--- src/btlv_pkg.sv ---
// ----------------------------------------------------------------------------
// btlv_pkg - shared types and constants for the BER TLV stream parser
// Byte item, result item, status codes and parameter defaults.
// ----------------------------------------------------------------------------
package btlv_pkg;

    localparam int POSITION_BITS_DEF    = 16;
    localparam int MAX_LENGTH_BYTES_DEF = 4;

    localparam logic [7:0] LONG_FORM_MARK = 8'h80;

    localparam int TAG_BITS    = 8;
    localparam int LENGTH_BITS = 31;
    localparam int OFFSET_BITS = 16;

    typedef enum logic [1:0] {
        ST_DONE  = 2'd0,
        ST_TRUNC = 2'd1,
        ST_UNSUP = 2'd2
    } status_t;

    typedef struct packed {
        logic       last_byte;
        logic [7:0] data_byte;
    } in_item_t;

    typedef struct packed {
        logic                   buffer_end;
        logic [OFFSET_BITS-1:0] content_offset;
        logic [LENGTH_BITS-1:0] content_length;
        logic [TAG_BITS-1:0]    tag;
        status_t                status;
    } result_t;

endpackage

--- src/ber_tlv_stream_parser_unit.sv ---
// ----------------------------------------------------------------------------
// ber_tlv_stream_parser_unit - BER TLV element splitter for a byte stream
// Splits each buffer into tag-length-value elements and reports completed
// elements, truncation and unsupported length forms.
// ----------------------------------------------------------------------------
//  channel  dir  tdata (low bit up)                  tuser      tlast
//  s_       in   [7:0] data_byte                     -          last_byte
//  m_       out  [7:0] tag, [38:8] content_length,   [1:0]      buffer_end
//                [54:39] content_offset, pad zeros   status
//
//  One byte per cycle while the m_ side is not stalled; s_ to m_ passes
//  the input register, then header logic into the result register.
//  aresetn clears parse state: expect tag, position zero.
//  A stalled m_ side holds the result register; s_tready drops only when
//  both registers are full and m_tready is low.
// ----------------------------------------------------------------------------
module ber_tlv_stream_parser_unit #(
    parameter int POSITION_BITS    = btlv_pkg::POSITION_BITS_DEF,
    parameter int MAX_LENGTH_BYTES = btlv_pkg::MAX_LENGTH_BYTES_DEF
) (
    input  logic        aclk,
    input  logic        aresetn,
    input  logic        s_tvalid,
    output logic        s_tready,
    input  logic [7:0]  s_tdata,   // [7:0] data_byte
    input  logic        s_tlast,
    output logic        m_tvalid,
    input  logic        m_tready,
    output logic [55:0] m_tdata,   // [7:0] tag, [38:8] content_length, [54:39] content_offset
    output logic [1:0]  m_tuser,   // [1:0] status
    output logic        m_tlast
);
    import btlv_pkg::*;

    localparam int IN_W  = $bits(in_item_t);
    localparam int RES_W = $bits(result_t);

    in_item_t s_item, core_item;
    result_t  core_res, m_res;
    logic     core_valid, core_take, res_valid, out_in_ready;
    logic [IN_W-1:0]  core_item_bits;
    logic [RES_W-1:0] m_res_bits;

    assign s_item.data_byte = s_tdata;
    assign s_item.last_byte = s_tlast;

    btlv_stage #(.W(IN_W)) u_in (
        .aclk      (aclk),
        .aresetn   (aresetn),
        .in_valid  (s_tvalid),
        .in_ready  (s_tready),
        .in_data   (s_item),
        .out_valid (core_valid),
        .out_ready (out_in_ready),
        .out_data  (core_item_bits)
    );

    assign core_item = in_item_t'(core_item_bits);
    assign core_take = core_valid && out_in_ready;

    btlv_core #(
        .POSITION_BITS    (POSITION_BITS),
        .MAX_LENGTH_BYTES (MAX_LENGTH_BYTES)
    ) u_core (
        .aclk      (aclk),
        .aresetn   (aresetn),
        .fire      (core_take),
        .item      (core_item),
        .res_valid (res_valid),
        .res       (core_res)
    );

    btlv_stage #(.W(RES_W)) u_out (
        .aclk      (aclk),
        .aresetn   (aresetn),
        .in_valid  (res_valid),
        .in_ready  (out_in_ready),
        .in_data   (core_res),
        .out_valid (m_tvalid),
        .out_ready (m_tready),
        .out_data  (m_res_bits)
    );

    assign m_res   = result_t'(m_res_bits);
    assign m_tdata = {1'b0, m_res.content_offset, m_res.content_length, m_res.tag};
    assign m_tuser = m_res.status;
    assign m_tlast = m_res.buffer_end;

endmodule

--- src/btlv_stage.sv ---
// ----------------------------------------------------------------------------
// btlv_stage - registered valid/ready stage
// Holds one transaction; accepts a new one when empty or as the held one leaves.
// ----------------------------------------------------------------------------
module btlv_stage #(
    parameter int W = 8
) (
    input  logic         aclk,
    input  logic         aresetn,
    input  logic         in_valid,
    output logic         in_ready,
    input  logic [W-1:0] in_data,
    output logic         out_valid,
    input  logic         out_ready,
    output logic [W-1:0] out_data
);

    logic         valid_reg;
    logic [W-1:0] data_reg;

    assign in_ready  = !valid_reg || out_ready;
    assign out_valid = valid_reg;
    assign out_data  = data_reg;

    always_ff @(posedge aclk) begin
        if (!aresetn) begin
            valid_reg <= 1'b0;
        end else if (in_ready) begin
            valid_reg <= in_valid;
        end
    end

    always_ff @(posedge aclk) begin
        if (in_valid && in_ready) begin
            data_reg <= in_data;
        end
    end

endmodule

--- src/btlv_core.sv ---
// ----------------------------------------------------------------------------
// btlv_core - TLV header state machine
// Tracks tag, length form and content count; forms at most one result per byte.
// ----------------------------------------------------------------------------
module btlv_core #(
    parameter int POSITION_BITS    = btlv_pkg::POSITION_BITS_DEF,
    parameter int MAX_LENGTH_BYTES = btlv_pkg::MAX_LENGTH_BYTES_DEF
) (
    input  logic               aclk,
    input  logic               aresetn,
    input  logic               fire,
    input  btlv_pkg::in_item_t item,
    output logic               res_valid,
    output btlv_pkg::result_t  res
);
    import btlv_pkg::*;

    localparam int LEN_BITS   = 8 * MAX_LENGTH_BYTES;
    localparam int CNT_BITS   = $clog2(MAX_LENGTH_BYTES + 1);
    localparam bit TOP_CHECK  = (LEN_BITS == 32);
    localparam logic [8:0] LONG_MAX = 9'(LONG_FORM_MARK) + 9'(MAX_LENGTH_BYTES);

    typedef enum logic [2:0] {
        PH_TAG       = 3'd0,
        PH_LEN       = 3'd1,
        PH_LEN_BYTES = 3'd2,
        PH_CONTENT   = 3'd3,
        PH_SKIP      = 3'd4
    } phase_t;

    phase_t                   phase_reg, phase_next;
    logic [7:0]               tag_reg, tag_next;
    logic [CNT_BITS-1:0]      cnt_reg, cnt_next;
    logic [LEN_BITS-1:0]      acc_reg, acc_next;
    logic [LEN_BITS-1:0]      left_reg, left_next;
    logic [POSITION_BITS-1:0] pos_reg, pos_next;
    logic [POSITION_BITS-1:0] start_reg, start_next;

    logic [7:0]               b;
    logic                     last;
    logic [LEN_BITS-1:0]      acc_sh;
    logic [LEN_BITS-1:0]      known_len;
    logic                     known;
    logic [POSITION_BITS-1:0] pos_inc;

    assign b       = item.data_byte;
    assign last    = item.last_byte;
    assign acc_sh  = LEN_BITS'({acc_reg, b});
    assign pos_inc = pos_reg + 1'b1;

    always_comb begin
        phase_next = phase_reg;
        tag_next   = tag_reg;
        cnt_next   = cnt_reg;
        acc_next   = acc_reg;
        left_next  = left_reg;
        start_next = start_reg;
        known      = 1'b0;
        known_len  = acc_reg;

        res_valid          = 1'b0;
        res.status         = ST_DONE;
        res.content_length = '0;
        res.content_offset = '0;
        res.buffer_end     = last;

        case (phase_reg)
            PH_TAG: begin
                tag_next   = b;
                phase_next = PH_LEN;
                if (last) begin
                    res_valid  = 1'b1;
                    res.status = ST_TRUNC;
                end
            end
            PH_LEN: begin
                if (b < LONG_FORM_MARK) begin
                    acc_next  = LEN_BITS'(b);
                    known_len = LEN_BITS'(b);
                    known     = 1'b1;
                end else if (b == LONG_FORM_MARK || 9'(b) > LONG_MAX) begin
                    res_valid  = 1'b1;
                    res.status = ST_UNSUP;
                    phase_next = PH_SKIP;
                end else begin
                    cnt_next   = CNT_BITS'(b - LONG_FORM_MARK);
                    acc_next   = '0;
                    phase_next = PH_LEN_BYTES;
                    if (last) begin
                        res_valid  = 1'b1;
                        res.status = ST_TRUNC;
                    end
                end
            end
            PH_LEN_BYTES: begin
                acc_next = acc_sh;
                cnt_next = cnt_reg - 1'b1;
                if (cnt_next == '0) begin
                    if (TOP_CHECK && acc_sh[LEN_BITS-1]) begin
                        res_valid  = 1'b1;
                        res.status = ST_UNSUP;
                        phase_next = PH_SKIP;
                    end else begin
                        known_len = acc_sh;
                        known     = 1'b1;
                    end
                end else if (last) begin
                    res_valid  = 1'b1;
                    res.status = ST_TRUNC;
                end
            end
            PH_CONTENT: begin
                left_next = left_reg - 1'b1;
                if (left_reg == LEN_BITS'(1)) begin
                    res_valid          = 1'b1;
                    res.status         = ST_DONE;
                    res.content_length = LENGTH_BITS'(32'(acc_reg));
                    res.content_offset = OFFSET_BITS'(start_reg);
                    phase_next         = PH_TAG;
                end else if (last) begin
                    res_valid  = 1'b1;
                    res.status = ST_TRUNC;
                end
            end
            default: begin
                phase_next = PH_SKIP;
            end
        endcase

        if (known) begin
            start_next = pos_inc;
            if (known_len == '0) begin
                res_valid          = 1'b1;
                res.status         = ST_DONE;
                res.content_offset = OFFSET_BITS'(pos_inc);
                phase_next         = PH_TAG;
            end else begin
                left_next  = known_len;
                phase_next = PH_CONTENT;
                if (last) begin
                    res_valid  = 1'b1;
                    res.status = ST_TRUNC;
                end
            end
        end

        if (last) begin
            phase_next = PH_TAG;
            pos_next   = '0;
        end else begin
            pos_next = pos_inc;
        end

        res.tag   = tag_next;
        res_valid = res_valid && fire;
    end

    always_ff @(posedge aclk) begin
        if (!aresetn) begin
            phase_reg <= PH_TAG;
            tag_reg   <= '0;
            cnt_reg   <= '0;
            acc_reg   <= '0;
            left_reg  <= '0;
            pos_reg   <= '0;
            start_reg <= '0;
        end else if (fire) begin
            phase_reg <= phase_next;
            tag_reg   <= tag_next;
            cnt_reg   <= cnt_next;
            acc_reg   <= acc_next;
            left_reg  <= left_next;
            pos_reg   <= pos_next;
            start_reg <= start_next;
        end
    end

    a_last_rewinds: assert property (@(posedge aclk) disable iff (!aresetn)
        fire && last |=> phase_reg == PH_TAG && pos_reg == '0)
        else $error("buffer end did not rewind parser");

    a_skip_silent: assert property (@(posedge aclk) disable iff (!aresetn)
        fire && phase_reg == PH_SKIP |-> !res_valid)
        else $error("result while skipping");

    a_trunc_on_last: assert property (@(posedge aclk) disable iff (!aresetn)
        res_valid && res.status == ST_TRUNC |-> last && fire)
        else $error("truncation away from buffer end");

    a_content_done: assert property (@(posedge aclk) disable iff (!aresetn)
        fire && phase_reg == PH_CONTENT && left_reg == LEN_BITS'(1)
        |-> res_valid && res.status == ST_DONE)
        else $error("element completion missed");

endmodule

--- config.mk ---
export PLATFORM = sky130hd
export DESIGN_NAME = ber_tlv_stream_parser_unit
export DESIGN_NICKNAME = d
export VERILOG_FILES = /design/src/btlv_pkg.sv /design/src/ber_tlv_stream_parser_unit.sv /design/src/btlv_stage.sv /design/src/btlv_core.sv
export SDC_FILE = /design/constraint.sdc
export NUM_CORES = 1
export LEC_CHECK = 0
export BUFFER_PORTS_ARGS = -buffer_cell sky130_fd_sc_hd__buf_2
export CAP_MARGIN = 40
export CORE_ASPECT_RATIO = 0.7
export CORE_MARGIN = 2
export CORE_UTILIZATION = 42
export CTS_CLUSTER_SIZE = 16
export DETAILED_ROUTE_END_ITERATION = 7
export GPL_TIMING_DRIVEN = 1
export PLACE_DENSITY = 0.62
export RECOVER_POWER = 100
export SYNTH_ARGS = -nofsm -noshare
export SYNTH_HDL_FRONTEND = slang
export SYNTH_SLANG_ARGS = --single-unit
export TNS_END_PERCENT = 10
--- constraint.sdc ---
create_clock -name aclk -period 4.51 [get_ports aclk]
set_input_delay 0.451 -clock aclk [delete_from_list [all_inputs] [get_ports aclk]]
set_output_delay 0.451 -clock aclk [all_outputs]
set_load 0.01 [all_outputs]
==> metrics.txt, run 1 <==
vias in the first global route=6088; Worst slew margin=-72.4%; worst slew pin tran=about 2.6 ns; status=complete, but fails checks; CTS buffer count=17; nets=roughly 930; max reg flops=58; Port Buffers=72; Final Hold Viols=0; Final Cycle Share=between 80 and 90%; Setup Crit Path Kind=flip-flop to flip-flop; num rows=42; worst path arrival time=just over 4 ns; gr usage total=between 20 and 25%; Netlist Area Pre-Place=0.00820 mm²; endpoint class of the critical path=flip-flop; Avg Cell Area, Syn=about 9.3 µm²; Hold WC Path Type=primary input to flip-flop; Lkg Pwr=approximately 3 nW; clock root buffer=clkbuf_16; setup_tns=0 ns; Unique masters post-synth=between 70 and 80; initial antenna violation count=0; Syn Nets=about 900; clk buf depth=2; async set or reset register ratio after synthesis=0%; Die X=between 150 and 200 µm; Core Area=about 0.019 mm²; Iteration-0 DRC Markers=about 720; Finished Layout Cells=1192; Post-CTS Resized=0; setup violators final=0; via/cell ratio=5.74; clock slew at reported path FFs=0.07 ns; HPWL Detailed=14.4 mm; pin count of the biggest net entering global routing=74; buffer count from post-CTS setup fixing=0; vias=slightly below 7k; area delta synth->final=12.1%; Slew Limit Fails=between 80 and 90; GP Congestion=between 0.8 and 0.9; Final Instance Area=a little over 0.009 mm²; Post-DRT Antenna Nets=0; maxcap violations=2; Die Ht=121 µm; Clock Latency Late Sink=0.44 ns; register area share after synthesis=around half; Post-synth EDFFs=between 60 and 70; RSZ-0062 raised after global routing=false; initial core utilization=~43%; fmax=0.269 GHz; flop and latch count out of synthesis=178; drc violations=0; Total Power=around 3.5 mW; I/O pins=74; PwrDens=379 mW/mm²; Max FO, Critical Path=15; first-pass GRT wire length=34.3 mm; synth warn=0; Main synth FF type=dfxtp_1; Antenna Cells=0; failing checks=capacitance limit, slew limit; H-tree levels=4; die area=around 0.021 mm²; layout cell share with drive strength beyond 1=under 10%; post-route minimum period=between 3 and 4 ns; total wire length=~22 mm; CTS tree=built; Critical Path RT=4.84 ns; DP Area=0.00874 mm²; WL/cell=between 15 and 20 µm; VDD IR-drop max=0.181 mV; cells after synthesis=a little under 900; DRT Pass-1 Iters=5; Startpoint Class=flip-flop; Hold Buf Count CTS=0; Final Skew=around 0.011 ns; Congestion Overflow GR=0; Inst Count DP=roughly 1.2k; clock sinks=around 180
power by group:
group | total [mW] | internal, mW | switching [mW]
Clock | 1.47 | 0.747 | 0.721
Sequential | 1.77 | 1.71 | 0.0514
Combinational | 0.251 | 0.0828 | 0.168
layout by cell type, fill, tap and decap left out, drive strengths merged, types with 3 or more instances in the layout:
master  netlist  final
nand2       113    113
mux2          8      8
clkinv        0      5
nor3         17     17
clkbuf       52     88
a211oi        9      9
nor4         13     13
nor2         56     56
dfxtp       111    111
and4          4      4
xor2          7      7
nor2b         5      5
o31ai        10     10
ha            5      5
nand3        29     29
nor3b         3      3
or3           4      4
nand4        40     40
o22ai        14     14
a31oi        10     10
o21ai        93     93
nand3b        4      4
a32oi         4      4
inv          12     21
buf          17     16
and3         12     12
o311ai        3      3
edfxtp       67     67
a21oi        45     45
a22oi         8      8
and2         36     36
o211ai        9      9
a221oi        7      7
nand2b        4      4
xnor2         9      9
cell type report:
class | count | area, µm²
Clock inverter | 14 | 155
Fill cell | 1847 | 9830
Inverter | 12 | 45.0
Tap cell | 264 | 330
Sequential cell | 178 | 4230
Timing Repair Buffer | 86 | 385
Clock buffer | 18 | 429
Multi-Input combinational cell | 620 | 3610
worst paths after layout:
path	slack, ns	cells past startpoint	end	start
worst min-delay path	0.19	1	u_in.out_data[2]$_DFFE_PP_	s_tdata[2]
worst min register to register	0.46	2	u_core.tag_reg[7]$_SDFFE_PN0P_	u_core.tag_reg[7]$_SDFFE_PN0P_
worst max-delay path	0.80	6	u_core.left_reg[13]$_SDFFE_PN0P_	u_in.out_data[7]$_DFFE_PP_
worst max register to register	0.80	6	u_core.left_reg[13]$_SDFFE_PN0P_	u_in.out_data[7]$_DFFE_PP_
worst max-delay path: stages, from the launching register on:
cell and delay, ns:
edfxtp_1 0.57, or4b_1 0.67, a211o_1 0.38, o21ai_0 0.16, clkbuf_1 0.66, nand3_1 0.71, o31ai_1 0.45
stage by stage:
step	hold WS (ns)	setup slack, ns	utilization (%)
final	0.186	0.797	48.3
after global routing	0.175	0.630	48.3
after CTS	0.174	1.24	49.0
after detailed placement	0.449	1.24	45.9
after global placement	0.442	1.34	45.8
after floorplan	0.431	0.545	-
routing by layer:
metal | up-vias | GRT usage [%] | wire, µm
li1 | 3315 | - | -
met1 | 3246 | 35.7 | 11600
met2 | 261 | 27.2 | 8220
met3 | 21 | 4.04 | 1510
met4 | 0 | 6.20 | 242
met5 | - | 0 | 0
cell usage after synthesis (3+ instances only):
master | n | area (µm²)
nand3_1 | 29 | 145
nand2_1 | 113 | 424
mux2_2 | 8 | 90.1
nor4_1 | 10 | 62.6
o21ai_0 | 89 | 445
nor2_1 | 56 | 210
dfxtp_1 | 111 | 2220
a32oi_1 | 4 | 35.0
buf_4 | 3 | 22.5
and3_1 | 12 | 75.1
o211ai_1 | 9 | 67.6
xnor2_1 | 9 | 78.8
buf_2 | 5 | 25.0
inv_1 | 12 | 45.0
ha_1 | 5 | 62.6
buf_1 | 5 | 18.8
a31oi_1 | 10 | 62.6
or3_1 | 3 | 18.8
nand3b_1 | 4 | 30.0
a221oi_1 | 7 | 61.3
a211oi_1 | 9 | 67.6
edfxtp_1 | 67 | 2010
nand2b_1 | 4 | 25.0
clkbuf_1 | 52 | 195
o21ai_1 | 3 | 15.0
and4_1 | 4 | 35.0
o31ai_1 | 10 | 75.1
and2_1 | 35 | 219
nand4_1 | 40 | 250
xor2_1 | 7 | 61.3
a22oi_1 | 8 | 60.1
a21oi_1 | 45 | 225
nor2b_1 | 5 | 31.3
o22ai_1 | 13 | 81.3
nor3_1 | 15 | 75.1
buf_6 | 4 | 45.0
nor3b_1 | 3 | 22.5
logic make-up after synthesis:
logic type / after synthesis / share of synthesized area, %
simple gates: 348 / 21.9
mux: 9 / 1.22
fa+ha+maj: 5 / 0.763
buf+inv: 81 / 4.29
other cells: 1 / 0.0457
xor+xnor: 16 / 1.71
flops: 178 / 51.6
compound gates: 241 / 18.4
Note: power is estimated with default switching activity, not from simulation.
==> run 2: changes to the inputs <==
clock period = 3.4 ns   (was 4.51 ns; I/O delays follow)
==> run 2 against run 1 <==
  * Flip-flop and latch count stayed put
  * The run still ends with capacitance limit, slew limit left
  * Clock power rose by 31%
  * Combinational power rose by 39%
  * Die area unchanged
  * Hold slack got worse by 0.11 ns
==> metrics.txt, run 2 (synthesized netlist as in run 1, its figures left out) <==
Final Skew=approximately 0.010 ns; DP Area=about 0.0088 mm²; I/O pins=between 70 and 80; Iteration-0 DRC Markers=699; Core Area=0.0190 mm²; clock root buffer=clkbuf_16; Clock Latency Late Sink=0.44 ns; Critical Path RT=between 3 and 4 ns; nets=944; H-tree levels=4; pin count of the biggest net entering global routing=71; buffer count from post-CTS setup fixing=0; max reg flops=58; vias in the first global route=approximately 6.1k; Setup Crit Path Kind=flip-flop to flip-flop; worst path arrival time=about 3 ns; fmax=about 0.34 GHz; Port Buffers=72; RSZ-0062 raised after global routing=false; CTS tree=built; most frequent cells in the layout=113 x nand2_1, 111 x dfxtp_1, 93 x o21ai_0, 67 x edfxtp_1, 65 x clkbuf_1; maxcap violations=1; Die Ht=between 100 and 150 µm; total wire length=21.7 mm; DRT Pass-1 Iters=4; Die X=around 170 µm; GP Congestion=approximately 0.90; clock slew at reported path FFs=around 0.070 ns; failing checks=capacitance limit, slew limit; clock sinks=approximately 180; Final Instance Area=roughly 0.0093 mm²; vias=approximately 7k; num rows=42; status=complete, but fails checks; HPWL Detailed=14.6 mm; slowest cell on the critical path=or4_1; layout cell share with drive strength beyond 1=8.63%; Hold WC Path Type=primary input to flip-flop; WL/cell=approximately 18 µm; drc violations=0; endpoint class of the critical path=flip-flop; initial antenna violation count=1; CTS buffer count=17; Post-CTS Resized=0; setup violators final=0; Worst slew margin=-10.2%; clk buf depth=2; Max FO, Critical Path=12; Lkg Pwr=approximately 3.1 nW; Post-DRT Antenna Nets=0; initial core utilization=roughly 43%; PwrDens=slightly below 500 mW/mm²; via/cell ratio=approximately 5.7; gr usage total=21.6%; first-pass GRT wire length=between 30 and 40 mm; Hold Buf Count CTS=0; setup_tns=0 ns; Final Cycle Share=85.8%; crit-path max cell delay=0.69 ns; CP Cell Sequence=or4_1 > or3_4 > nor4_4 > nor3b_1 > o21a_1 > nor2_4 > clkbuf_2; Final Hold Viols=0; Startpoint Class=flip-flop; die area=0.0207 mm²; Congestion Overflow GR=0; VDD IR-drop max=0.334 mV; worst slew pin tran=between 1.5 and 2 ns; commonest non-fill, non-tap cell in the layout=nand2_1; post-route minimum period=2.92 ns; Slew Limit Fails=36; area delta synth->final=13.4%
## run 2: cell types whose count changed in the layout (fill, tap and decap cells not counted), moves of 4 or more
| cell | previous run | this run |
|---|---|---|
| clkbuf_1 | 69 | 65 |
| and2_1 | 16 | 22 |
| buf_4 | 6 | 17 |
| and2_0 | 20 | 14 |
## run 2: through the flow
step                      cells  setup WS, ns  total power [mW]  util [%]  hold WS [ns]
final                      1204         0.481              4.63      48.9        0.0729
after global routing       1203         0.269              4.78      48.9        0.0636
after CTS                  1203         0.652              4.67      49.4        0.0613
after detailed placement   1171         0.654              2.74      46.3         0.445
after global placement     1171         0.675              2.74      46.3         0.439
after floorplan             879        0.0721              2.62         -         0.431
## run 2: final cells by class
cell class / instances / area [µm²]
Sequential cell: 178 / 4230
Clock inverter: 15 / 160
Multi-Input combinational cell: 620 / 3640
Fill cell: 1851 / 9720
Clock buffer: 17 / 425
Antenna cell: 1 / 2.50
Tap cell: 264 / 330
Timing Repair Buffer: 97 / 462
Inverter: 12 / 45.0
## run 2: report_power, final
group / internal (mW) / switching [mW] / total, mW
sequential: 2.27 / 0.0684 / 2.34
clock: 0.986 / 0.948 / 1.93
combinational: 0.118 / 0.231 / 0.349
## run 2: critical path, delay by kind of cell, from the launching register on
kind                   cells  cell delay (ns)
AO/OA/AOI/OAI              1             0.24
AND/OR/NAND/NOR            5             1.62
buffers and inverters      1             0.34
flip-flops                 1             0.38
## run 2: path summary, 6_finish.rpt
kind                                                       from                               end  slack (ns)  cells past startpoint
worst max-delay path            u_core.left_reg[8]$_SDFFE_PN0P_  u_out.out_data[18]$_SDFFCE_PN0P_        0.48                      7
worst min-delay path                                 s_tdata[0]        u_in.out_data[0]$_DFFE_PP_        0.07                      1
worst max register to register  u_core.left_reg[8]$_SDFFE_PN0P_  u_out.out_data[18]$_SDFFCE_PN0P_        0.48                      7
worst min register to register   u_core.tag_reg[2]$_SDFFE_PN0P_    u_core.tag_reg[2]$_SDFFE_PN0P_        0.45                      2
## run 2: metal layers
metal	routed length (µm)	GRT usage, %	part of all wire, %
met5	0	0	0
met4	243	5.61	1.1
met3	1770	5.06	8.1
met2	8370	27.3	39
met1	11300	35.5	52
